### src/design/jdsd_pkg.sv
// Package for the joystick direction and speed decoder.
// Holds the field types, result codes, register indexes and reset values.
// No dependencies; every other design file depends on it.
package jdsd_pkg;

   // Fixed field widths
   localparam int DIR_BITS       = 3;
   localparam int SPEED_BITS     = 2;
   localparam int CSR_INDEX_BITS = 2;
   localparam int CSR_DATA_BITS  = 8;
   localparam int DEAD_ZONE_BITS = 7;
   localparam int LIMIT_BITS     = 8;
   localparam int LIMIT_SQ_BITS  = 2 * LIMIT_BITS;

   typedef logic [DIR_BITS-1:0]       dir_type;
   typedef logic [SPEED_BITS-1:0]     speed_type;
   typedef logic [CSR_INDEX_BITS-1:0] csr_index_type;
   typedef logic [CSR_DATA_BITS-1:0]  csr_data_type;

   // Direction codes, counterclockwise from right
   localparam dir_type DIR_RIGHT      = 3'd0;
   localparam dir_type DIR_UP_RIGHT   = 3'd1;
   localparam dir_type DIR_UP         = 3'd2;
   localparam dir_type DIR_UP_LEFT    = 3'd3;
   localparam dir_type DIR_LEFT       = 3'd4;
   localparam dir_type DIR_DOWN_LEFT  = 3'd5;
   localparam dir_type DIR_DOWN       = 3'd6;
   localparam dir_type DIR_DOWN_RIGHT = 3'd7;

   // Speed band codes
   localparam speed_type SPEED_SLOW   = 2'd0;
   localparam speed_type SPEED_MIDDLE = 2'd1;
   localparam speed_type SPEED_FAST   = 2'd2;

   // Register indexes
   localparam csr_index_type REG_NOMINAL_CENTER = 2'd0;
   localparam csr_index_type REG_DEAD_ZONE      = 2'd1;
   localparam csr_index_type REG_SLOW_LIMIT     = 2'd2;
   localparam csr_index_type REG_MIDDLE_LIMIT   = 2'd3;

   // Reset values
   localparam int CENTER_RESET    = 125;
   localparam int DEAD_ZONE_RESET = 5;
   localparam int SLOW_RESET      = 33;
   localparam int MIDDLE_RESET    = 66;

endpackage

### src/design/jdsd_ifs.sv
// Valid/ready channel interfaces for the joystick decoder.
// jdsd_req_if carries one sample, jdsd_rsp_if carries one result.
// Depends on jdsd_pkg for the result field types.
interface jdsd_req_if #(
   parameter int COORD_BITS = 8
) ();
   logic                  valid;
   logic                  ready;
   logic [COORD_BITS-1:0] x_pos;
   logic [COORD_BITS-1:0] y_pos;

   modport source (output valid, output x_pos, output y_pos, input ready);
   modport sink   (input valid, input x_pos, input y_pos, output ready);
endinterface

interface jdsd_rsp_if ();
   logic               valid;
   logic               ready;
   jdsd_pkg::dir_type   direction;
   jdsd_pkg::speed_type speed_band;

   modport source (output valid, output direction, output speed_band, input ready);
   modport sink   (input valid, input direction, input speed_band, output ready);
endinterface

### src/design/joystick_direction_speed_decoder_top.sv
// Joystick direction and speed decoder: takes one (x_pos, y_pos) sample per
// cycle unless stalled and, for a sample outside the dead zone, returns an
// eight-way direction measured from the stored reference center and a
// slow/middle/fast speed band measured from the nominal center. A sample inside
// the dead zone becomes the new reference center and gives no result. The block
// is a three-register pipeline (input, squares, result) and accepts one item
// every cycle, and backpressure on the result channel stalls the stages behind
// it one by one. The user must write registers through the csr_ port only while
// no item is in flight; the block does not enforce this. There is no read-back.
// Depends on jdsd_pkg and the channel interfaces in jdsd_ifs.sv.
module joystick_direction_speed_decoder_top #(
   parameter int COORD_BITS = 8
) (
   input  logic                    clock,
   input  logic                    reset,
   input  logic                    csr_we,
   input  jdsd_pkg::csr_index_type csr_index,
   input  jdsd_pkg::csr_data_type  csr_wdata,
   jdsd_req_if.sink                req_if,
   jdsd_rsp_if.source              rsp_if
);
   import jdsd_pkg::*;

   localparam int NC_BITS  = (COORD_BITS < LIMIT_BITS) ? COORD_BITS : LIMIT_BITS;
   localparam int DZ_CMP   = (COORD_BITS > DEAD_ZONE_BITS) ? COORD_BITS : DEAD_ZONE_BITS;
   localparam int SUM_BITS = COORD_BITS + 1;
   localparam int SQ_BITS  = 2 * COORD_BITS;
   localparam int S_BITS   = 2 * SUM_BITS;
   localparam int MAG_BITS = SQ_BITS + 1;
   localparam int CMP_BITS = (S_BITS > LIMIT_SQ_BITS) ? S_BITS : LIMIT_SQ_BITS;

   localparam logic [NC_BITS-1:0]       NC_RESET   = NC_BITS'(CENTER_RESET);
   localparam logic [COORD_BITS-1:0]    REF_RESET  = COORD_BITS'(CENTER_RESET);
   localparam logic [LIMIT_SQ_BITS-1:0] SLOW_SQ_RESET   = LIMIT_SQ_BITS'(SLOW_RESET * SLOW_RESET);
   localparam logic [LIMIT_SQ_BITS-1:0] MIDDLE_SQ_RESET =
      LIMIT_SQ_BITS'(MIDDLE_RESET * MIDDLE_RESET);

   // ------------------------------------------------------------------
   // Configuration registers; limits are kept squared
   // ------------------------------------------------------------------
   logic [NC_BITS-1:0]        nominal_center_ff;
   logic [DEAD_ZONE_BITS-1:0] dead_zone_ff;
   logic [LIMIT_SQ_BITS-1:0]  slow_sq_ff;
   logic [LIMIT_SQ_BITS-1:0]  middle_sq_ff;
   logic [LIMIT_SQ_BITS-1:0]  limit_sq_in;

   assign limit_sq_in = LIMIT_SQ_BITS'(csr_wdata) * LIMIT_SQ_BITS'(csr_wdata);

   always_ff @(posedge clock) begin
      if (reset) begin
         nominal_center_ff <= NC_RESET;
         dead_zone_ff      <= DEAD_ZONE_BITS'(DEAD_ZONE_RESET);
         slow_sq_ff        <= SLOW_SQ_RESET;
         middle_sq_ff      <= MIDDLE_SQ_RESET;
      end else if (csr_we) begin
         case (csr_index)
            REG_NOMINAL_CENTER: nominal_center_ff <= NC_BITS'(csr_wdata);
            REG_DEAD_ZONE:      dead_zone_ff      <= DEAD_ZONE_BITS'(csr_wdata);
            REG_SLOW_LIMIT:     slow_sq_ff        <= limit_sq_in;
            REG_MIDDLE_LIMIT:   middle_sq_ff      <= limit_sq_in;
            default: begin
            end
         endcase
      end
   end

   // ------------------------------------------------------------------
   // Pipeline handshake: each stage moves when the next has room
   // ------------------------------------------------------------------
   logic in_valid_ff, mid_valid_ff, out_valid_ff;
   logic out_ready, mid_ready, in_adv, idle;

   assign out_ready    = !out_valid_ff || rsp_if.ready;
   assign mid_ready    = !mid_valid_ff || out_ready;
   // an idle sample leaves the input stage without needing the next stage
   assign in_adv       = in_valid_ff && (idle || mid_ready);
   assign req_if.ready = !in_valid_ff || in_adv;

   // ------------------------------------------------------------------
   // Input stage
   // ------------------------------------------------------------------
   logic [COORD_BITS-1:0] x_ff, y_ff;

   always_ff @(posedge clock) begin
      if (reset) begin
         in_valid_ff <= 1'b0;
      end else if (req_if.ready) begin
         in_valid_ff <= req_if.valid;
      end
   end

   always_ff @(posedge clock) begin
      if (req_if.valid && req_if.ready) begin
         x_ff <= req_if.x_pos;
         y_ff <= req_if.y_pos;
      end
   end

   // ------------------------------------------------------------------
   // Dead zone test, offsets and squares
   // ------------------------------------------------------------------
   logic [COORD_BITS-1:0] nc, xd, yd, ax, ay;
   logic [COORD_BITS-1:0] ref_x_ff, ref_y_ff;
   logic                  xpos, xneg, ypos, yneg;
   logic [SUM_BITS-1:0]   axy_sum;
   logic [S_BITS-1:0]     s_in;
   logic [SQ_BITS-1:0]    ax_sq, ay_sq, xd_sq, yd_sq;
   logic [MAG_BITS-1:0]   mag2_in;

   always_comb begin
      nc   = COORD_BITS'(nominal_center_ff);
      xd   = (x_ff >= nc) ? (x_ff - nc) : (nc - x_ff);
      yd   = (y_ff >= nc) ? (y_ff - nc) : (nc - y_ff);
      idle = (DZ_CMP'(xd) <= DZ_CMP'(dead_zone_ff)) &&
             (DZ_CMP'(yd) <= DZ_CMP'(dead_zone_ff));

      xpos = x_ff > ref_x_ff;
      xneg = x_ff < ref_x_ff;
      ypos = y_ff > ref_y_ff;
      yneg = y_ff < ref_y_ff;
      ax   = xpos ? (x_ff - ref_x_ff) : (ref_x_ff - x_ff);
      ay   = ypos ? (y_ff - ref_y_ff) : (ref_y_ff - y_ff);

      axy_sum = SUM_BITS'(ax) + SUM_BITS'(ay);
      s_in    = S_BITS'(axy_sum) * S_BITS'(axy_sum);
      ax_sq   = SQ_BITS'(ax) * SQ_BITS'(ax);
      ay_sq   = SQ_BITS'(ay) * SQ_BITS'(ay);
      xd_sq   = SQ_BITS'(xd) * SQ_BITS'(xd);
      yd_sq   = SQ_BITS'(yd) * SQ_BITS'(yd);
      mag2_in = MAG_BITS'(xd_sq) + MAG_BITS'(yd_sq);
   end

   // Capture an idle sample as the new reference center
   always_ff @(posedge clock) begin
      if (reset) begin
         ref_x_ff <= REF_RESET;
         ref_y_ff <= REF_RESET;
      end else if (in_adv && idle) begin
         ref_x_ff <= x_ff;
         ref_y_ff <= y_ff;
      end
   end

   // ------------------------------------------------------------------
   // Squares stage
   // ------------------------------------------------------------------
   logic [S_BITS-1:0]   s_ff;
   logic [MAG_BITS-1:0] ax2_ff, ay2_ff, mag2_ff;
   logic                xpos_ff, xneg_ff, ypos_ff, zero_ff;

   always_ff @(posedge clock) begin
      if (reset) begin
         mid_valid_ff <= 1'b0;
      end else if (mid_ready) begin
         mid_valid_ff <= in_adv && !idle;
      end
   end

   always_ff @(posedge clock) begin
      if (mid_ready && in_adv && !idle) begin
         s_ff    <= s_in;
         ax2_ff  <= {ax_sq, 1'b0};
         ay2_ff  <= {ay_sq, 1'b0};
         mag2_ff <= mag2_in;
         xpos_ff <= xpos;
         xneg_ff <= xneg;
         ypos_ff <= ypos;
         zero_ff <= !xpos && !xneg && !ypos && !yneg;
      end
   end

   // ------------------------------------------------------------------
   // Sector and speed band
   // ------------------------------------------------------------------
   dir_type   dir_in;
   speed_type speed_in;

   always_comb begin
      if (zero_ff) begin
         dir_in = DIR_RIGHT;
      end else if (CMP_BITS'(s_ff) < CMP_BITS'(ax2_ff)) begin
         dir_in = xpos_ff ? DIR_RIGHT : DIR_LEFT;
      end else if (CMP_BITS'(s_ff) < CMP_BITS'(ay2_ff)) begin
         dir_in = ypos_ff ? DIR_UP : DIR_DOWN;
      end else if (ypos_ff) begin
         dir_in = xpos_ff ? DIR_UP_RIGHT : DIR_UP_LEFT;
      end else begin
         dir_in = xneg_ff ? DIR_DOWN_LEFT : DIR_DOWN_RIGHT;
      end

      if (CMP_BITS'(mag2_ff) < CMP_BITS'(slow_sq_ff)) begin
         speed_in = SPEED_SLOW;
      end else if (CMP_BITS'(mag2_ff) < CMP_BITS'(middle_sq_ff)) begin
         speed_in = SPEED_MIDDLE;
      end else begin
         speed_in = SPEED_FAST;
      end
   end

   // ------------------------------------------------------------------
   // Result stage: hold the item until taken
   // ------------------------------------------------------------------
   dir_type   out_dir_ff;
   speed_type out_speed_ff;

   always_ff @(posedge clock) begin
      if (reset) begin
         out_valid_ff <= 1'b0;
      end else if (out_ready) begin
         out_valid_ff <= mid_valid_ff;
      end
   end

   always_ff @(posedge clock) begin
      if (out_ready && mid_valid_ff) begin
         out_dir_ff   <= dir_in;
         out_speed_ff <= speed_in;
      end
   end

   assign rsp_if.valid      = out_valid_ff;
   assign rsp_if.direction  = out_dir_ff;
   assign rsp_if.speed_band = out_speed_ff;

endmodule
### src/flat_wrapper.sv
// flat-port wrapper written by rule: the top's interface ports become plain ports
module joystick_direction_speed_decoder_top_flat import jdsd_pkg::*;
#(
   parameter int COORD_BITS = 8
)
  (clock, reset, csr_we, csr_index, csr_wdata, req_if_valid, req_if_x_pos, req_if_y_pos, req_if_ready, rsp_if_valid, rsp_if_direction, rsp_if_speed_band, rsp_if_ready);
  jdsd_req_if #(.COORD_BITS(COORD_BITS)) req_if_i ();
  jdsd_rsp_if rsp_if_i ();
  input  logic clock;
  input  logic reset;
  input  logic csr_we;
  input  jdsd_pkg::csr_index_type csr_index;
  input  jdsd_pkg::csr_data_type csr_wdata;
  input wire logic [$bits(req_if_i.valid)-1:0] req_if_valid;
  input wire logic [$bits(req_if_i.x_pos)-1:0] req_if_x_pos;
  input wire logic [$bits(req_if_i.y_pos)-1:0] req_if_y_pos;
  output wire logic [$bits(req_if_i.ready)-1:0] req_if_ready;
  output wire logic [$bits(rsp_if_i.valid)-1:0] rsp_if_valid;
  output wire logic [$bits(rsp_if_i.direction)-1:0] rsp_if_direction;
  output wire logic [$bits(rsp_if_i.speed_band)-1:0] rsp_if_speed_band;
  input wire logic [$bits(rsp_if_i.ready)-1:0] rsp_if_ready;
  assign req_if_i.valid = req_if_valid;
  assign req_if_i.x_pos = req_if_x_pos;
  assign req_if_i.y_pos = req_if_y_pos;
  assign req_if_ready = req_if_i.ready;
  assign rsp_if_valid = rsp_if_i.valid;
  assign rsp_if_direction = rsp_if_i.direction;
  assign rsp_if_speed_band = rsp_if_i.speed_band;
  assign rsp_if_i.ready = rsp_if_ready;
  joystick_direction_speed_decoder_top #(.COORD_BITS(COORD_BITS)) u_core (.clock(clock), .reset(reset), .csr_we(csr_we), .csr_index(csr_index), .csr_wdata(csr_wdata), .req_if(req_if_i), .rsp_if(rsp_if_i));
endmodule
### config.mk
export PLATFORM = sky130hd
export DESIGN_NAME = joystick_direction_speed_decoder_top_flat
export DESIGN_NICKNAME = d
export VERILOG_FILES = /design/src/design/jdsd_pkg.sv /design/src/design/jdsd_ifs.sv /design/src/design/joystick_direction_speed_decoder_top.sv /design/src/flat_wrapper.sv
export SDC_FILE = /design/constraint.sdc
export NUM_CORES = 1
export LEC_CHECK = 0
export BUFFER_PORTS_ARGS = -buffer_cell sky130_fd_sc_hd__buf_2
export CAP_MARGIN = 20
export CORE_MARGIN = 3
export CORE_UTILIZATION = 50
export DETAILED_ROUTE_END_ITERATION = 10
export MAX_ROUTING_LAYER = met4
export PLACE_DENSITY = 0.73
export SLEW_MARGIN = 0
export SYNTH_ARGS = -nofsm -noshare
export SYNTH_HDL_FRONTEND = slang
export SYNTH_SLANG_ARGS = --single-unit
### constraint.sdc
create_clock -name clock -period 9.9 [get_ports clock]
set_clock_uncertainty 0.2 [all_clocks]
set_input_delay 0.495 -clock clock [delete_from_list [all_inputs] [get_ports clock]]
set_output_delay 0.495 -clock clock [all_outputs]
set_load 0.02 [all_outputs]
# Yosys cells after proc, flatten, opt, wreduce, memory -nomap -nowiden
# Index checks and enable logic that the tools add are counted.
word_totals:
  wordCells: 92
  in_bits: 31
  register_bits: 158
  out_inout_bits: 7
classes:
  n_mul: 6
  n_reduce_logical: 28
  order_cmp: 12
  n_eq_ne: 3
  muxes: 12
  add_sub_neg: 10
op_table:
  columns: ["cell", "n"]
  rows:
  - ["8-bit by 8-bit multiplier with 16-bit output", 5]
  - ["8-bit subtractor", 8]
  - ["18-bit by 17-bit < comparator with 1-bit output", 2]
  - ["17-bit by 16-bit < comparator with 1-bit output", 2]
  - ["8-bit two-way mux", 4]
  - ["9-bit by 9-bit multiplier with 18-bit output", 1]
  - ["16-bit by 16-bit adder with 17-bit output", 1]
  - ["8-bit greater-or-equal comparator", 2]
  - ["8-bit greater-than comparator", 2]
  - ["8-bit by 7-bit <= comparator with 1-bit output", 2]
  - ["8-bit < comparator", 2]
  - ["3-bit two-way mux", 5]
  - ["1-bit logical AND", 11]
  - ["8-bit by 8-bit adder with 9-bit output", 1]
  - ["1-bit logical NOT", 8]
  - ["2-bit AND reduction", 4]
  - ["2-bit two-way mux", 3]
  - ["2-bit == test, second input constant", 2]
  - ["1-bit logical OR", 4]
  - ["2-bit by 1-bit == test with 1-bit output, second input constant", 1]
  - ["2-bit logical NOT", 1]

# Logic depth before layout (Yosys ltp)
# Gate-level depths: netlist of the first run.
logic_depth:
  depth_word: 8
  depth_mapped: 39
  ltp_nobuf: 38

# Worst setup path after synthesis of the first run
# Ideal clock, no wire load.
synth_timing:
  path_kind: "reg-to-reg"
  start: "reg u_core.y_ff[0]"
  end: "reg u_core.s_ff[17] (data pin)"
  required_time_ns: 9.440
  stages_incl_launch_ff: 36
  slack_ns: 1.440
  t_arrival_ns: 8.000
  setup_time_ns: 0.260
  period_less_slack_ns: 8.460
  path_buffers: 1
  path_cell_list: "edfxtp_1 inv_1 ha_1 inv_1 fa_1 nand3_1 a21oi_1 o31ai_2 buf_6 mux2i_1 xor2_1 inv_1 ha_1 a21oi_1 nor2b_1 o21a_1 o41ai_1 xnor2_1 and2_1 ha_1 xor2_1 fa_1 inv_1 fa_1 inv_1 fa_1 inv_1 ha_1 nor3_1 nor2_1 a31oi_1 nor2b_1 o21a_1 o41a_1 a31oi_1 xnor2_1"
synth_via:
  elab_chain_len: 4
  word_cells_on_any_way: 6
  cone_classes: "3 x add/sub; 1 x mul; 1 x order compare; 1 x mux"
synth_lines:
  columns: ["element", "line", "source"]
  rows:
  - ["start: declaration", "joystick_direction_speed_decoder_top.sv:82", "logic [COORD_BITS-1:0] x_ff, y_ff;"]
  - ["start signal: assignment", "joystick_direction_speed_decoder_top.sv:95", "y_ff <= req_if.y_pos;"]
  - ["8-bit subtractor or 8-bit greater-than comparator (tied branches)", "joystick_direction_speed_decoder_top.sv:122, joystick_direction_speed_decoder_top.sv:119", null]
  - ["8-bit two-way mux *", "joystick_direction_speed_decoder_top.sv:122", "ay = ypos ? (y_ff - ref_y_ff) : (ref_y_ff - y_ff);"]
  - ["8-bit by 8-bit adder with 9-bit output *", "joystick_direction_speed_decoder_top.sv:124", "axy_sum = SUM_BITS'(ax) + SUM_BITS'(ay);"]
  - ["9-bit by 9-bit multiplier with 18-bit output *", "joystick_direction_speed_decoder_top.sv:125", "s_in = S_BITS'(axy_sum) * S_BITS'(axy_sum);"]
  - ["net u_core.s_in[17]", "joystick_direction_speed_decoder_top.sv:106", "logic [S_BITS-1:0] s_in;"]
  - ["end signal: assignment", "joystick_direction_speed_decoder_top.sv:161", "s_ff <= s_in;"]
  - ["end: declaration", "joystick_direction_speed_decoder_top.sv:147", "logic [S_BITS-1:0] s_ff;"]
# Mark *: on every way through the listed nets, which the timed path passes. The rest lies on a longest branch.
# A chain may end at the register's enable or synchronous reset.

# Worst setup path after layout of the first run
layout_timing:
  start: "reg u_core.x_ff[0]"
  end: "reg u_core.s_ff[17] (data pin)"
layout_via:
  elab_chain_len: 4
  word_cells_on_any_way: 6
  cone_classes: "3 x add/sub; 1 x mul; 1 x order compare; 1 x mux"
layout_lines:
  columns: ["element", "line", "source"]
  rows:
  - ["start: declaration", "joystick_direction_speed_decoder_top.sv:82", null]
  - ["start signal: assignment", "joystick_direction_speed_decoder_top.sv:94", "x_ff <= req_if.x_pos;"]
  - ["8-bit subtractor or 8-bit greater-than comparator (tied branches)", "joystick_direction_speed_decoder_top.sv:121, joystick_direction_speed_decoder_top.sv:117", null]
  - ["8-bit two-way mux *", "joystick_direction_speed_decoder_top.sv:121", "ax = xpos ? (x_ff - ref_x_ff) : (ref_x_ff - x_ff);"]
  - ["8-bit by 8-bit adder with 9-bit output *", "joystick_direction_speed_decoder_top.sv:124", null]
  - ["9-bit by 9-bit multiplier with 18-bit output *", "joystick_direction_speed_decoder_top.sv:125", null]
  - ["net u_core.s_in[17]", "joystick_direction_speed_decoder_top.sv:106", null]
# Marks and branches as above.

==> results of run 1 <==
==> cells in the mapped netlist (3+ instances only) <==
cell type                  count
sky130_fd_sc_hd__xnor2_2       4
sky130_fd_sc_hd__inv_1       423
sky130_fd_sc_hd__clkbuf_1     27
sky130_fd_sc_hd__a21oi_1     120
sky130_fd_sc_hd__o22ai_1       3
sky130_fd_sc_hd__nand2b_1     13
sky130_fd_sc_hd__o21ai_0      47
sky130_fd_sc_hd__buf_6         4
sky130_fd_sc_hd__edfxtp_1     88
sky130_fd_sc_hd__o311a_1       4
sky130_fd_sc_hd__nor3b_1       3
sky130_fd_sc_hd__a221oi_1      4
sky130_fd_sc_hd__mux2i_1      29
sky130_fd_sc_hd__xor2_1       31
sky130_fd_sc_hd__nor2_1      185
sky130_fd_sc_hd__nand3_1      22
sky130_fd_sc_hd__dfxtp_1      64
sky130_fd_sc_hd__nand2_1     128
sky130_fd_sc_hd__o21bai_1     13
sky130_fd_sc_hd__a211o_1      25
sky130_fd_sc_hd__a21o_1       34
sky130_fd_sc_hd__o31ai_1       8
sky130_fd_sc_hd__nand4_1       9
sky130_fd_sc_hd__and3_1        6
sky130_fd_sc_hd__nor3_1       34
sky130_fd_sc_hd__or3_1         3
sky130_fd_sc_hd__nor2b_1      30
sky130_fd_sc_hd__a31oi_1       7
sky130_fd_sc_hd__inv_2         4
sky130_fd_sc_hd__o21ai_1       5
sky130_fd_sc_hd__a41oi_1       4
sky130_fd_sc_hd__mux2_2        6
sky130_fd_sc_hd__o211ai_1      8
sky130_fd_sc_hd__xnor2_1      74
sky130_fd_sc_hd__o21a_1       22
sky130_fd_sc_hd__buf_2         6
sky130_fd_sc_hd__ha_1        313
sky130_fd_sc_hd__and2_1       40
sky130_fd_sc_hd__fa_1        194
sky130_fd_sc_hd__or2_2        11
sky130_fd_sc_hd__nand3b_1      4
sky130_fd_sc_hd__a211oi_1     13
==> metrics by stage <==
| stage | area, um2 | setup slack [ns] | util (%) | hold slack [ns] |
|---|---|---|---|---|
| floorplan | 19500 | 1.44 | - | 0.232 |
| global placement | 20300 | 0.929 | 53.4 | 0.244 |
| global route | 20900 | 0.0439 | 55.0 | 0.0120 |
| finish | 20900 | 0.713 | 55.0 | 0.0268 |
| CTS | 20900 | 0.682 | 54.9 | 0.0173 |
| detailed placement | 20300 | 0.785 | 53.4 | 0.253 |
==> sequential cells by signal, summed over array words and instances (netlist names), 2 cells and up <==
signal,flops
u_core.rsp_if.speed_band,2
u_core.ref_y_ff,8
u_core.mag2_ff,17
u_core.dead_zone_ff,7
u_core.nc,8
u_core.s_ff,16
u_core.ax2_ff,15
u_core.y_ff,8
u_core.x_ff,8
u_core.ref_x_ff,8
u_core.slow_sq_ff,15
u_core.middle_sq_ff,15
u_core.ay2_ff,15
u_core.rsp_if.direction,3
==> how the worst max path moves through the flow <==
stage	startpoint	endpoint	slack, ns
6_report	u_core.x_ff[0]	u_core.s_ff[17]	0.71
5_1_grt	u_core.x_ff[0]	u_core.s_ff[17]	0.04
4_1_cts	u_core.x_ff[0]	u_core.s_ff[17]	0.68
3_5_place_dp	u_core.x_ff[0]	u_core.s_ff[17]	0.79
3_3_place_gp	u_core.x_ff[0]	u_core.s_ff[17]	0.93
2_1_floorplan	u_core.y_ff[0]	u_core.s_ff[17]	1.44
==> cell families (layout without fill, tap and decap cells) <==
| kind of cell | Yosys count | count (layout) | share of synthesized area (%) |
|---|---|---|---|
| flops | 152 | 152 | 20.1 |
| simple gates | 498 | 498 | 11.8 |
| compound gates | 344 | 344 | 11.8 |
| mux | 35 | 35 | 1.83 |
| other cells | 0 | 1 | 0 |
| xor+xnor | 111 | 111 | 5.21 |
| buf+inv | 468 | 518 | 9.25 |
| fa+ha+maj | 507 | 507 | 40.0 |
==> critical path: cells and delay by family (launching register included) <==
family / cells / cell delay [ns]
adder cells (fa/ha/maj): 8 / 3.23
AO/OA/AOI/OAI: 12 / 2.44
AND/OR/NAND/NOR: 7 / 1.33
XOR/XNOR: 3 / 0.75
buffers and inverters: 6 / 0.53
flip-flops: 1 / 0.44
==> final cells by class <==
cell class | count | area (um2) | area share, %
inverter | 427 | 1600 | 7.67
multi-input combinational | 1495 | 13800 | 66.1
tap | 511 | 639 | 3.06
sequential | 152 | 3920 | 18.8
clock inverter | 13 | 106 | 0.509
antenna | 1 | 2.50 | 0.0120
clock buffer | 19 | 454 | 2.17
timing repair buffer | 59 | 354 | 1.69
==> what timing repair did <==
item                                    in CTS  in global routing
buffers inserted                             0                  0
endpoints found under the setup margin       0                  2
resized for setup                            0                  3
hold buffers                                 0                  0
==> per-layer routing <==
metal	vias to the layer above	track usage [%]
met4	0	5.33
met3	68	2.41
met2	305	37.8
met1	6918	28.9
met5	-	-
li1	6978	-
==> metrics, run 1 <==
average cell area after synthesis 9.22 um2; die extent in y 204 um; number of remaining DRC errors 0; effective utilization at floorplan 51.3%; vias per cell 5.33; Cell Count Post-Placement 2643; Yosys top cell area share 20.1%; floorplan core area 38000 um2; total met2 wirelength after detailed routing around 21 mm; number of distinct library cells after synthesis 73; number of optimization iterations in the first detailed-route pass 6; Crit Reg-Reg Startpoint u_core.x_ff[0]; number of buffers between clock root and the deepest sink 2; clock tree from TritonCTS yes; flip-flop cell with the highest count after synthesis sky130_fd_sc_hd__edfxtp_1; buffer cell driving the clock tree root sky130_fd_sc_hd__clkbuf_16; result of the run complete, no violations; path class of the lowest-slack min-delay path in -> reg; cell area after synthesis 19500 um2; vias in the first global route 15236; count of flip-flops with a built-in enable after synthesis 88; Max FO, Critical Path 14; slack of the worst reg-to-reg path 0.71 ns; routed wire length 43.4 mm; commonest non-fill, non-tap cell in the layout sky130_fd_sc_hd__inv_1; grt total ovfl 0; clock transition at the registers of the reported paths 0.07 ns; post-synthesis cell type with the largest combined area sky130_fd_sc_hd__ha_1; arrival time of the worst setup path 9.16 ns; Worst Max-Slew Pin Slew 1.10 ns; Die ar. 41400 um2; ratio of cells with drive above 1 in the final layout 6.61%; number of CTS-inserted buffers 17; total of flip-flops plus latches after synthesis 152; highest-count cells in the layout ignoring fill and taps sky130_fd_sc_hd__inv_1 (423), sky130_fd_sc_hd__ha_1 (313), sky130_fd_sc_hd__fa_1 (194); hold-critical path depth 1; cell repeated most along the worst path sky130_fd_sc_hd__inv_1; share of synthesized area occupied by flip-flops and latches 20.1%; via count of the routed design 14269; GRT Resource Usage Total 22.3%; final HPWL from detailed placement 35.4 mm; ranking of synthesized cells by area sky130_fd_sc_hd__ha_1 (20%), sky130_fd_sc_hd__fa_1 (20%), sky130_fd_sc_hd__edfxtp_1 (14%), sky130_fd_sc_hd__inv_1 (8.1%), sky130_fd_sc_hd__dfxtp_1 (6.6%); latest clock arrival within the worst-skew pair 0.44 ns; count of port buffers added during placement 37; Filler cells 3380; final period demand of the worst path 9.19 ns; total number of yosys warnings 0; io pins 38; startpoint type of the worst setup path flop; top layer used by detailed routing met4; number of max-capacitance violations reported 0; weighted congestion at the end of routability-driven global placement 0.948; Final Setup Violations 0; Critical-path top delay cell sky130_fd_sc_hd__fa_1; source of the worst hold timing path req_if_y_pos[3]; width of the die 204 um; number of rows in the core area 71; Setup TNS Final 0 ns; initial antenna violation count 1; Worst slew margin approximately a quarter; number of levels in the clock H-tree 4; Synth async-reset ratio 0%; total count of max-transition violations in the final report 0; unrepaired setup endpoints after global routing false; Fmax achieved 0.109 GHz; depth of the worst register-to-register path 36; wire length on met3 around 1.8 mm; Hold Vio Cnt, Final 0; starting DRC count in detailed routing 804; critical path endpoint category flop; Min-Delay Endpoint u_core.y_ff[3]; layout-stage area growth over the synthesis result 7.14%; total number of clock tree sinks between 150 and 200; maximum number of pins on one net before global-route repair 66; number of instances in the synthesized netlist between 2000 and 2500; nets in the synthesized netlist roughly 2700; DRT met1 WL 19.8 mm; Worst R2R End u_core.s_ff[17]; ANT nets after route 0; Total Nets Final about 2700; global-route wire length before repair 73.4 mm; period utilization between 90% and 100%; critical path class reg -> reg; delay of the slowest cell on the worst path 0.54 ns; final instance count without filler cells 2677; WL per Instance 16.2 um; required arrival time at the worst endpoint 9.88 ns
Power of run 1 is left out: the tool's default activity adds up to more than one toggle a clock period on the data nets, which glitch-free logic cannot reach.
==> run 2: changes to the inputs <==
Settings changed: CORE_MARGIN 3 to 2, CTS_BUF_LIST set to sky130_fd_sc_hd__clkbuf_16.
==> metrics, run 2 (same netlist as run 1, synthesis figures left out) <==
unrepaired setup endpoints after global routing false; highest-count cells in the layout ignoring fill and taps sky130_fd_sc_hd__inv_1 (424), sky130_fd_sc_hd__ha_1 (313), sky130_fd_sc_hd__fa_1 (194); final HPWL from detailed placement ~35 mm; Filler cells 3478; ANT nets after route 0; final period demand of the worst path around 9.2 ns; number of buffers between clock root and the deepest sink 2; arrival time of the worst setup path 9.17 ns; grt total ovfl 0; routing usage on met2 37.7%; total count of max-transition violations in the final report 0; number of optimization iterations in the first detailed-route pass 5; io pins 38; number of levels in the clock H-tree 4; clock transition at the registers of the reported paths ~0.070 ns; commonest non-fill, non-tap cell in the layout sky130_fd_sc_hd__inv_1; Largest regs u_core.mag2_ff (17), u_core.s_ff (16); layout-stage area growth over the synthesis result 7.23%; Hold Vio Cnt, Final 0; Die ar. 40600 um2; startpoint type of the worst setup path flop; initial antenna violation count 1; width of the die 202 um; number of buffer and inverter instances along the worst setup path 6; required arrival time at the worst endpoint 9.89 ns; Worst slew margin 35.2%; Worst Max-Slew Pin Slew 0.968 ns; delay of the slowest cell on the worst path 0.55 ns; starting DRC count in detailed routing 857; met3 usage about 2.4%; clock tree from TritonCTS yes; number of CTS-inserted buffers 17; ratio of cells with drive above 1 in the final layout 6.65%; largest delay contributor family on the critical path adder cells; total of hold buffers inserted after clock tree synthesis 0; routed wire length 42.7 mm; number of flip-flops under the largest register name 17; latest clock arrival within the worst-skew pair roughly 0.45 ns; vias in the first global route ~15000; Final Setup Violations 0; number of rows in the core area 72; weighted congestion at the end of routability-driven global placement 0.939; result of the run complete, no violations; number of remaining DRC errors 0; number of max-capacitance violations reported 0; die extent in y ~200 um; floorplan core area around 39000 um2; global-route wire length before repair 72.3 mm; most utilized layer in the global route result met2; WL per Instance roughly 16 um; Max FO, Critical Path 14; vias per cell between 5 and 6; via count of the routed design roughly 14000; path class of the lowest-slack min-delay path in -> reg; cell repeated most along the worst path sky130_fd_sc_hd__inv_1; total number of clock tree sinks 152; Reg with most FFs u_core.mag2_ff; Fmax achieved 0.109 GHz; Setup TNS Final 0 ns; effective utilization at floorplan 50.6%; critical path endpoint category flop; period utilization 92.8%; buffer cell driving the clock tree root sky130_fd_sc_hd__clkbuf_16; critical path class reg -> reg; routing usage on met1 ~29%; Critical-path top delay cell sky130_fd_sc_hd__fa_1; Total Nets Final 2691; maximum number of pins on one net before global-route repair 65; GRT Resource Usage Total 22.6%; count of port buffers added during placement 37
run 2: area by class of cell:
| class | instances | area (um2) | share of cell area, % |
|---|---|---|---|
| flip-flops and latches | 152 | 3920 | 18.8 |
| clock buffers | 17 | 425 | 2.03 |
| inverters | 427 | 1600 | 7.66 |
| multi-input cells | 1495 | 13800 | 66.0 |
| diodes | 1 | 2.50 | 0.0120 |
| clock inverters | 15 | 144 | 0.688 |
| repair buffers | 60 | 358 | 1.71 |
| well taps | 518 | 648 | 3.10 |
run 2: per-layer routing:
layer	share of wire, %	wire, um	up-vias
met5	0	0	-
met4	2.1	899	0
met3	4.5	1920	64
met2	49	20800	346
met1	45	19100	6975
li1	-	-	6981
run 2: worst register-to-register path: cells and delay by family, from the launching register on:
kind,cells,cell delay (ns)
AOI/OAI and AO/OA,10,2.33
xor gates and xnor gates,4,1.13
adders and majority gates,8,3.18
buffers and inverters,6,0.55
DFF,1,0.44
and+or+nand+nor,6,1.10
run 2: worst paths after layout:
kind | to | slack, ns | startpoint | cells past startpoint
max | u_core.s_ff[17] | 0.71 | u_core.x_ff[0] | 34
min | u_core.y_ff[5] | 0.02 | req_if_y_pos[5] | 1
max reg2reg | u_core.s_ff[17] | 0.71 | u_core.x_ff[0] | 34
min reg2reg | u_core.slow_sq_ff[11] | 0.26 | u_core.slow_sq_ff[11] | 2
run 2: repair_timing:
item | 4_1_cts | 5_1_grt
setup buffers | 0 | 0
setup endpoints to repair | 0 | 1
resized for setup | 0 | 2
run 2: stage by stage:
| step | cells | worst slack (ns) | area, um2 | hold WS (ns) | utilization, % |
|---|---|---|---|---|---|
| floorplan | 2115 | 1.44 | 19500 | 0.232 | - |
| global placement | 2651 | 0.956 | 20300 | 0.243 | 52.7 |
| detailed placement | 2651 | 0.741 | 20300 | 0.247 | 52.7 |
| CTS | 2683 | 0.688 | 20900 | 0.00296 | 54.2 |
| global route | 2685 | 0.0390 | 20900 | 0.0119 | 54.3 |
| finish | 2685 | 0.714 | 20900 | 0.0160 | 54.3 |
Power of run 2 is left out for the same reason.
